--- config.mk ---
export PLATFORM = sky130hd
export DESIGN_NAME = dmec_front
export DESIGN_NICKNAME = d
export VERILOG_FILES = /design/src/rtl/dmec_pkg.sv /design/src/rtl/dmec_front.sv
export SDC_FILE = /design/constraint.sdc
export NUM_CORES = 1
export LEC_CHECK = 0
export ABC_AREA = 0
export ABC_CLOCK_PERIOD_IN_PS = 1900
export BUFFER_PORTS_ARGS = -buffer_cell sky130_fd_sc_hd__buf_2
export CORE_MARGIN = 2
export CORE_UTILIZATION = 38
export CTS_CLUSTER_DIAMETER = 30
export DETAILED_ROUTE_END_ITERATION = 8
export PLACE_DENSITY = 0.8
export SYNTH_ARGS = -nofsm -noshare
export SYNTH_HDL_FRONTEND = slang
export SYNTH_SLANG_ARGS = --single-unit
--- constraint.sdc ---
create_clock -name clk -period 1.9 [get_ports clk]
set_clock_uncertainty 0.2 [all_clocks]
set_input_delay 0.19 -clock clk [delete_from_list [all_inputs] [get_ports clk]]
set_output_delay 0.19 -clock clk [all_outputs]
set_load 0.05 [all_outputs]
--- src/rtl/dmec_pkg.sv ---
// Types, constants and helpers shared by the decimal mantissa/exponent codec.
`default_nettype none
package dmec_pkg;
	localparam logic [1:0] CFG_MANT_BITS = 2'd0;
	localparam logic [1:0] CFG_EXP_BITS  = 2'd1;
	localparam logic [1:0] CFG_COEF      = 2'd2;

	localparam logic [4:0]  MANT_BITS_RST = 5'd12;
	localparam logic [3:0]  EXP_BITS_RST  = 4'd4;
	localparam logic [31:0] COEF_RST      = 32'd65536;

	localparam logic [4:0] MANT_BITS_CAP = 5'd24;
	localparam logic [3:0] EXP_BITS_CAP  = 4'd8;
	localparam logic [7:0] POW10_COUNT   = 8'd6;

	localparam logic FUNC_ENCODE = 1'b0;
	localparam logic FUNC_DECODE = 1'b1;

	typedef struct packed {
		logic        func;
		logic [31:0] value_in;
		logic [15:0] mantissa_in;
		logic [15:0] exponent_in;
	} item_t;

	typedef struct packed {
		logic [23:0] mantissa_out;
		logic [7:0]  exponent_out;
		logic [31:0] packed_out;
		logic [31:0] decoded_out;
		logic        status;
	} result_t;

	typedef struct packed {
		logic        func;
		logic [31:0] value;
		logic [15:0] mant;
		logic [15:0] expo;
		logic [31:0] coef;
		logic [4:0]  mb;
		logic [3:0]  eb;
		logic        invalid;
	} cmd_t;

	function automatic logic [16:0] pow10(input logic [2:0] e);
		logic [16:0] r;
		case (e)
			3'd0: r = 17'd1;
			3'd1: r = 17'd10;
			3'd2: r = 17'd100;
			3'd3: r = 17'd1000;
			3'd4: r = 17'd10000;
			3'd5: r = 17'd100000;
			default: r = 17'd0;
		endcase
		return r;
	endfunction
endpackage
`default_nettype wire

--- src/rtl/dmec_front.sv ---
// Front end: configuration registers and classification of incoming requests.
`default_nettype none
module dmec_front
	import dmec_pkg::*;
(
	input  wire logic        clk,
	input  wire logic        arst_n,
	input  wire logic        cfg_wr_en,
	input  wire logic [1:0]  cfg_index,
	input  wire logic [31:0] cfg_data,
	input  wire item_t       item,
	output cmd_t             cmd
);
	logic [4:0]  mant_bits_q;
	logic [3:0]  exp_bits_q;
	logic [31:0] coef_q;

	always_ff @(posedge clk or negedge arst_n) begin
		if (!arst_n) begin
			mant_bits_q <= MANT_BITS_RST;
			exp_bits_q  <= EXP_BITS_RST;
			coef_q      <= COEF_RST;
		end else if (cfg_wr_en) begin
			case (cfg_index)
				CFG_MANT_BITS: mant_bits_q <= cfg_data[4:0];
				CFG_EXP_BITS:  exp_bits_q  <= cfg_data[3:0];
				CFG_COEF:      coef_q      <= cfg_data;
				default: ;
			endcase
		end
	end

	always_comb begin
		cmd.func    = item.func;
		cmd.value   = item.value_in;
		cmd.mant    = item.mantissa_in;
		cmd.expo    = item.exponent_in;
		cmd.coef    = coef_q;
		cmd.mb      = (mant_bits_q > MANT_BITS_CAP) ? MANT_BITS_CAP : mant_bits_q;
		cmd.eb      = (exp_bits_q > EXP_BITS_CAP) ? EXP_BITS_CAP : exp_bits_q;
		cmd.invalid = (mant_bits_q == 5'd0) || (exp_bits_q == 4'd0) || (coef_q == 32'd0);
	end
endmodule
`default_nettype wire

==> reports/metrics.cfg <==
[global_routing]
grt_pass1_wl_um = 7734
grt_max_degree = 24
antenna_found_initial = 0
grt_pass1_vias = 1490
overflow = 0
grt_use_total = 0.1579

[sta]
fmax_ghz = 0.4804
worst_pin_slew_ns = 0.5434
setup_slack_ns = -0.1816
holdWs_ns = 0.1301
finalSetupViolCount = 1
maxSlewViolCount = 0
rsz0062_at_grt = true
final.min_clock_period_ns = 2.082
hold_viol = 0
slew_headroom = 0.6377
setup_tns_ns = -0.1816
fin_crit_sh = 1.096

[power_and_ir_drop]
ir_worst_vdd_uv = 545.1
leakagePower_nw = 1.488
power.density_nw_per_um2 = 1108

[critical_path]
cp-end-kind = output pin
cp-startpoint = coef_q[16]
start_kind = flop
reg2reg_slack_ns = 0.70
arrival_ns = 1.69
crit_type = reg -> out
worst-path-max-fanout = 3
crit_end = cmd[0]
rr_endpoint = coef_q[14]
worstPathRequired_ns = 1.51
reg2reg_from = coef_q[14]
r2r_cells = 3

[clock_network]
cts_buffers = 5
clkLatencyLatePin_ns = 0.29
clockRootBuffer = clkbuf_8
cts_num_sinks = 41
clkSlewWorstSetupHoldPaths_ns = 0.08
clock_path_buffers = 2
cts_tree = yes
cts_max_level = 2

[synthesis]
synth-seq-cells = 41
ys_types = 17
yosysTopAreaCellShare = 0.4004
synth.avg_cell_area_um2 = 13.14
ys_warn_count = 0
ys_top_cells_by_area = dfrtp_1 40%, buf_4 21%, mux2_4 19%
synth_flop_cell = dfrtp_1
syn_inst = 176
synth_common_cells = 65 x buf_4, 37 x dfrtp_1, 30 x mux2_4
yosysTopAreaCell = dfrtp_1
synth_edf_count = 0
yosys.cell_count.top_type = buf_4
synthesis.nets = 278
async_flop_share = 1.000
synth_seq_area_share = 0.4459
syn_area_um2 = 2312

[min_path]
hold_class = in -> reg
holdPathStages = 3

[status]
status = finished, violations left
violations = setup timing

[final_layout]
drive_gt1_frac = 0.6599
fin_nets = 348
final.fill_count = 513
flow.area_growth_from_synthesis_pct = 28.08
diodes = 0
fin_util = 0.5032

[detailed_routing]
routedWlPerCell_um = 17.18
routed_wl_um = 5532
ant_nets = 0
vias_per_cell = 4.562
route.vias.total = 1469
drc_errors = 0
first_pass_iters = 3
first_iter_violations = 17

[die]
io_pins = 209
fp.dieW_um = 82.01
die_area_um2 = 6725
start_util = 0.3929
rows = 28
coreArea_um2 = 5886
die_h_um = 82.01

[place]
dp_hpwl_um = 4061
portBuffers = 78
place_congestion = 0.7058

[run]
drv_cap = 0

worst min-delay path by stage:
stage,from,to,slack (ns)
floorplan,arst_n,coef_q[0],-0.31
global placement,arst_n,exp_bits_q[1],-0.007
detailed placement,arst_n,exp_bits_q[1],0.005
CTS,cfg_index[0],mant_bits_q[0],0.12
global route,cfg_index[0],mant_bits_q[2],0.14
finish,cfg_index[0],mant_bits_q[0],0.13
cell usage in the layout (no fill, tap or decap), drive strengths merged:
cell and n:
nor3b 1, inv 1, clkbuf 5, clkinv 1
or4 2, mux2 41, nand2 1, dlygate4sd3 33
o221ai 1, nor2b 3, dfstp 4, buf 101
nand4 2, nor4 8, bufinv 1, nand3b 2
and2 3, dfrtp 37
final cells by class:
type,count,area [um2],share of cell area
Multi-Input combinational cell,64,812.0,0.2742
Clock buffer,5,68.82,0.02324
Tap cell,75,93.84,0.03169
Sequential cell,41,1031,0.3481
Clock inverter,3,43.79,0.01479
Timing Repair Buffer,134,912.1,0.3080
through the flow:
stage / instance area (um2) / setup WS (ns) / power, W / cells
final: 2962 / -0.1816 / 0.003283 / 322
after global routing: 2962 / -0.2809 / 0.003448 / 322
after CTS: 2955 / -0.1792 / 0.003311 / 322
after detailed placement: 2459 / -0.04039 / 0.002501 / 280
after global placement: 2459 / -0.04044 / 0.002480 / 280
after floorplan: 2330 / 0.06563 / 0.002469 / 176
flip-flops by register name, summed over array words and instances (netlist names):
register	flops
exp_bits_q	4
mant_bits_q	5
coef_q	32
kinds of logic (layout without fill, tap and decap cells):
group,after synthesis,count (layout),synth area share
muxes,41,41,0.2484
and+or+nand+nor,22,22,0.07143
buffers and inverters,71,142,0.2305
DFF,41,41,0.4459
AOI/OAI and AO/OA,1,1,0.003789
where the power goes:
part	switching, W	leakage, nW	internal (W)
logic	0.000866	0.949	0.000527
registers	0.000142	0.480	0.00105
clock network	0.000302	0.0585	0.000394
what timing repair did:
item	CTS	global route
hold buffers	33	0
setup endpoints to repair	1	1
gates resized for setup	8	1
pin swaps	4	4
hold endpoints to repair	61	0
setup buffers	2	0
critical path, stage by stage, from the launching register on:
cell and delay [ns]:
dfstp_2 0.39, nor4_2 0.28, buf_4 0.16, nand4_1 0.17, o221ai_4 0.22, buf_6 0.19
layer usage:
layer / track usage / vias to the layer above / share of wire
li1: - / 671 / -
met1: 0.1589 / 693 / 0.34
met2: 0.2862 / 98 / 0.53
met3: 0.07363 / 7 / 0.12
met4: 0.05167 / 0 / 0.0087
met5: 0 / - / 0
Note: power is estimated with default switching activity, not from simulation.
