[src/rtl/dmec_pkg.sv]
// Types, constants and helpers shared by the decimal mantissa/exponent codec.
`default_nettype none
package dmec_pkg;
	localparam logic [1:0] CFG_MANT_BITS = 2'd0;
	localparam logic [1:0] CFG_EXP_BITS  = 2'd1;
	localparam logic [1:0] CFG_COEF      = 2'd2;

	localparam logic [4:0]  MANT_BITS_RST = 5'd12;
	localparam logic [3:0]  EXP_BITS_RST  = 4'd4;
	localparam logic [31:0] COEF_RST      = 32'd65536;

	localparam logic [4:0] MANT_BITS_CAP = 5'd24;
	localparam logic [3:0] EXP_BITS_CAP  = 4'd8;
	localparam logic [7:0] POW10_COUNT   = 8'd6;

	localparam logic FUNC_ENCODE = 1'b0;
	localparam logic FUNC_DECODE = 1'b1;

	typedef struct packed {
		logic        func;
		logic [31:0] value_in;
		logic [15:0] mantissa_in;
		logic [15:0] exponent_in;
	} item_t;

	typedef struct packed {
		logic [23:0] mantissa_out;
		logic [7:0]  exponent_out;
		logic [31:0] packed_out;
		logic [31:0] decoded_out;
		logic        status;
	} result_t;

	typedef struct packed {
		logic        func;
		logic [31:0] value;
		logic [15:0] mant;
		logic [15:0] expo;
		logic [31:0] coef;
		logic [4:0]  mb;
		logic [3:0]  eb;
		logic        invalid;
	} cmd_t;

	function automatic logic [16:0] pow10(input logic [2:0] e);
		logic [16:0] r;
		case (e)
			3'd0: r = 17'd1;
			3'd1: r = 17'd10;
			3'd2: r = 17'd100;
			3'd3: r = 17'd1000;
			3'd4: r = 17'd10000;
			3'd5: r = 17'd100000;
			default: r = 17'd0;
		endcase
		return r;
	endfunction
endpackage
`default_nettype wire

[src/rtl/dmec_queue.sv]
// Short request queue between front end and back end.
`default_nettype none
module dmec_queue
	import dmec_pkg::*;
#(
	parameter int DEPTH = 2
) (
	input  wire logic clk,
	input  wire logic arst_n,
	input  wire logic push,
	input  wire cmd_t wdata,
	output logic      full,
	input  wire logic pop,
	output cmd_t      rdata,
	output logic      empty
);
	localparam int PW = $clog2(DEPTH);
	localparam int CW = $clog2(DEPTH + 1);
	localparam logic [PW-1:0] LAST = PW'(DEPTH - 1);
	localparam logic [CW-1:0] FULL_CNT = CW'(DEPTH);

	cmd_t          mem_q [DEPTH];
	logic [PW-1:0] wr_ptr_q;
	logic [PW-1:0] rd_ptr_q;
	logic [CW-1:0] count_q;
	logic          do_push;
	logic          do_pop;

	assign full    = (count_q == FULL_CNT);
	assign empty   = (count_q == '0);
	assign do_push = push && !full;
	assign do_pop  = pop && !empty;
	assign rdata   = mem_q[rd_ptr_q];

	always_ff @(posedge clk) begin
		if (do_push) begin
			mem_q[wr_ptr_q] <= wdata;
		end
	end

	always_ff @(posedge clk or negedge arst_n) begin
		if (!arst_n) begin
			wr_ptr_q <= '0;
			rd_ptr_q <= '0;
			count_q  <= '0;
		end else begin
			if (do_push) begin
				wr_ptr_q <= (wr_ptr_q == LAST) ? '0 : wr_ptr_q + 1'b1;
			end
			if (do_pop) begin
				rd_ptr_q <= (rd_ptr_q == LAST) ? '0 : rd_ptr_q + 1'b1;
			end
			case ({do_push, do_pop})
				2'b10:   count_q <= count_q + 1'b1;
				2'b01:   count_q <= count_q - 1'b1;
				default: count_q <= count_q;
			endcase
		end
	end
endmodule
`default_nettype wire

[config.mk]
export PLATFORM = sky130hd
export DESIGN_NAME = dmec_queue
export DESIGN_NICKNAME = d
export VERILOG_FILES = /design/src/rtl/dmec_pkg.sv /design/src/rtl/dmec_queue.sv
export SDC_FILE = /design/constraint.sdc
export NUM_CORES = 1
export LEC_CHECK = 0
export ABC_AREA = 1
export BUFFER_PORTS_ARGS = -buffer_cell sky130_fd_sc_hd__buf_4
export CORE_MARGIN = 4
export CORE_UTILIZATION = 40
export CTS_CLUSTER_SIZE = 20
export DETAILED_ROUTE_END_ITERATION = 10
export SKIP_LAST_GASP = 1
export SYNTH_ARGS = -nofsm -noshare
export SYNTH_HDL_FRONTEND = slang
export SYNTH_SLANG_ARGS = --single-unit
export TNS_END_PERCENT = 20
[constraint.sdc]
create_clock -name clk -period 9.94 [get_ports clk]
set_clock_uncertainty 0.15 [all_clocks]
set_input_delay 0.497 -clock clk [delete_from_list [all_inputs] [get_ports clk]]
set_output_delay 0.497 -clock clk [all_outputs]
set_load 0.03 [all_outputs]
==> run summary <==
The flow ran to the end, and the final reports show no timing, DRC or antenna violations. The floorplan has 51 rows. Post-CTS repair changed the size of 0 cells. Counting distinct cell types in the post-synthesis netlist gives 14.

The mapped netlist covers 8010 um2. The floorplan step defined a die boundary enclosing 22400 um2. The post-route non-filler standard cell count was 1098.

Setup violations remaining at the end of the flow were counted as 0. The I/O pin count was 220. In this run, synthesis inferred 214 flip-flops with an integrated enable.

The cell that appears most often on the critical path is sky130_fd_sc_hd__nand2_1. The repair_antennas step left the layout with diodes totalling 0. The total clock sinks came out at 218. During placement, the flow inserted port buffers numbering 219.

For this run, the top clock speed supported by timing is 301 MHz. In this run the cell area measured after placement is 9880 um2. Sink of the worst hold path: mem_q[0][4].

Summed over all cells, the static leakage comes to 4.50 nW. The number of nets in the synthesized netlist is 703. In the final design database the tool counted 928 nets.

The tools report the start point of the worst hold path as wdata[4]. The number of buffers inserted by post-CTS setup repair was 0; the detailed-router iteration count before antenna repair was 4. Using the TritonRoute via totals, the vias-per-cell ratio works out to 4.51. The core region area came out at 19600 um2.

After synthesis, flip-flops and latches occupy 81.5% of the total area. STA classifies the critical path startpoint as a flop. For the worst-skew pair, the clock arrives at the later sink with an insertion delay of 0.51 ns. In this run, synthesis produced a sequential element count of 218. Across the VDD grid, the largest voltage drop is 217 uV. After synthesis, the share of flip-flops with an asynchronous set or reset is 1.83%. For the maximum count of clock buffers along a single path, the log shows 3.

The clock period minus final worst setup slack is 3.32 ns. The hold path depth is 1, and the deepest level of the CTS H-tree is 1. Of the cells placed in the final design, the portion with a size suffix greater than 1 is 30.7%. STA classifies the critical path endpoint as a primary output. The tools report the hold violation count in the final report as 0.

The logs give 5200 for the via count of the first global-routing pass and 224 for the iteration-0 DRC count of the detailed router. The cell count after synthesis came out at 591. At the worst endpoint, the arrival time is 2.67 ns. Maximum fanout along the worst path: 108.

The initial antenna violation count was 1. The worst setup path is of the reg -> out kind. The post-route cell area was 10600 um2. Entering global routing, the biggest net connects 109 pins. The power per unit of standard cell area works out to 335 nW/um2. After detailed routing, the average wire length per cell comes to 16.0 um. TritonCTS built the clock tree. Setup repair after global routing left no endpoint under its margin. The tools report the global placer's final weighted congestion as 0.749.

Reg-to-reg startpoint: count_q[1]. Die span in y: 150 um. The logs give 0 for the count of antenna-violating nets left after detailed routing and 24.2% for the worst relative slew slack. Setup total negative slack on the finished layout was measured at 0 ns. The quantity of hold-fixing buffers added after cts is 1. Traced cell by cell, the critical path runs through inv_4 -> nand2_1 -> nand2_1 -> buf_4.

For flop-to-flop paths, the worst setup slack is 6.90 ns. The initial utilization of the core area, before any placement, comes to 40.9%. The final layout contains routed wiring with a total length of 17600 um. For the total clock buffers created by CTS, the log shows 23.

The cell count after placement was 1055; the total congestion overflow was 0. Relative to the synthesized area, the layout overhead comes to 32.4%. At the pin with the least slew margin, the transition time is 1.14 ns. The x dimension of the die came out at 150 um. The total vias in the final route came out at 4950.

The post-CTS clock slew at the launch and capture registers of the worst setup and hold paths came out at 0.06 ns. Clock tree root buffer cell: sky130_fd_sc_hd__clkbuf_16. Ranked by total cell area, the synthesized netlist is headed by sky130_fd_sc_hd__edfxtp_1, sky130_fd_sc_hd__nand2_1, sky130_fd_sc_hd__dfrtp_1. The biggest area contributor in the post-synthesis netlist is sky130_fd_sc_hd__edfxtp_1. The capture instance of the worst register-to-register path is mem_q[1][60]. For this run, the number of Yosys warnings is 0. The final-report max-slew violation count was 0. The top flip-flop cell by instance count after synthesis was sky130_fd_sc_hd__edfxtp_1. The run gives 27000 um as the wire length of the first global-routing pass. The synthesized area per cell was 13.6 um2. Worst path required time: 9.29 ns.

The largest single stage delay on the critical path is 0.88 ns. The run gives 0 as the detailed-route DRC error count. The number of cells on the worst reg-to-reg path is 4. The share of synthesized area in the top cell type comes to 80.2%. The tools report the post-layout utilization of the core as 54.1%.

Dividing the final minimum period by the clock period gives 33.4%. Max-cap violations in this run came to 0. The HPWL reported at the end of detailed placement was 11000 um.

Global routing used 15.2% of the available tracks. The worst hold-check path type is in -> reg. The slowest stage of the critical path is the sky130_fd_sc_hd__inv_4 cell.
==> logic make-up after synthesis <==
family                   share of synthesized area (%)
AND/OR/NAND/NOR                                   15.9
AO/OA/AOI/OAI                                   0.0624
XOR/XNOR                                         0.109
flip-flops                                        81.5
adder cells (fa/ha/maj)                          0.156
buffers and inverters                             2.31
==> flip-flops by register name, summed over array words and instances, names as in the netlist <==
signal and flops:
mem_q 214, rd_ptr_q 1, count_q 2, wr_ptr_q 1
==> cells in the mapped netlist (2+ instances only) <==
library cell and n:
sky130_fd_sc_hd__nand2_1 331, sky130_fd_sc_hd__edfxtp_1 214, sky130_fd_sc_hd__buf_2 17, sky130_fd_sc_hd__inv_1 9, sky130_fd_sc_hd__buf_6 4, sky130_fd_sc_hd__dfrtp_1 4
sky130_fd_sc_hd__nand3_1 3, sky130_fd_sc_hd__buf_4 2, sky130_fd_sc_hd__nor2_1 2
==> layer usage <==
layer	track usage, %	up-vias	wire length [um]
met3	6.42	35	1880
met1	18.7	2317	6970
met5	0	-	13
li1	-	2435	-
met4	4.12	2	369
met2	24.9	161	8370
==> worst max-delay path by stage <==
stage,startpoint,depth (start not counted),end
2_1_floorplan,push,2,mem_q[1][0]
3_3_place_gp,push,4,mem_q[1][92]
3_5_place_dp,push,4,mem_q[1][89]
4_1_cts,rd_ptr_q,4,rdata[85]
5_1_grt,rd_ptr_q,4,rdata[59]
6_report,rd_ptr_q,4,rdata[85]
==> area by class of cell <==
class                   instances  area, um2
clock inverters                13        116
clock buffers                  29        598
repair buffers                223       1680
flip-flops and latches        218       6530
fillers                      1659       8990
well taps                     265        332
multi-input cells             340       1310
inverters                      10       42.5
==> through the flow <==
stage / setup WS, ns / hold WS (ns) / power, mW
2_1_floorplan: 4.12 / 0.0514 / 2.26
3_3_place_gp: 6.83 / 0.145 / 2.77
3_5_place_dp: 6.74 / 0.146 / 2.79
4_1_cts: 6.59 / 0.00432 / 3.61
5_1_grt: 6.37 / 0.00175 / 3.76
6_report: 6.62 / 0.0251 / 3.55
==> where the power goes <==
group          internal, mW  switching (mW)
sequential             1.26          0.0795
combinational         0.430           0.975
clock                 0.478           0.333
==> cells in the final DEF, fill, tap and decap left out, drive strengths merged <==
| cell | instances |
|---|---|
| nand2 | 331 |
| buf | 222 |
| edfxtp | 214 |
| clkbuf | 29 |
| inv | 11 |
| clkinv | 8 |
| dfrtp | 4 |
| nand3 | 3 |
| bufinv | 2 |
| clkinvlp | 2 |
| nor2 | 2 |
| o21ai | 1 |
| xnor2 | 1 |
| nand4 | 1 |
| ha | 1 |
| dlygate4sd3 | 1 |
==> critical path: cells and delay by family, from the launching register on <==
kind / cells / cell delay, ns
AND/OR/NAND/NOR: 2 / 0.25
buffers and inverters: 2 / 1.05
flip-flops: 1 / 0.71
No activity file was read; power rests on OpenSTA's default activity.
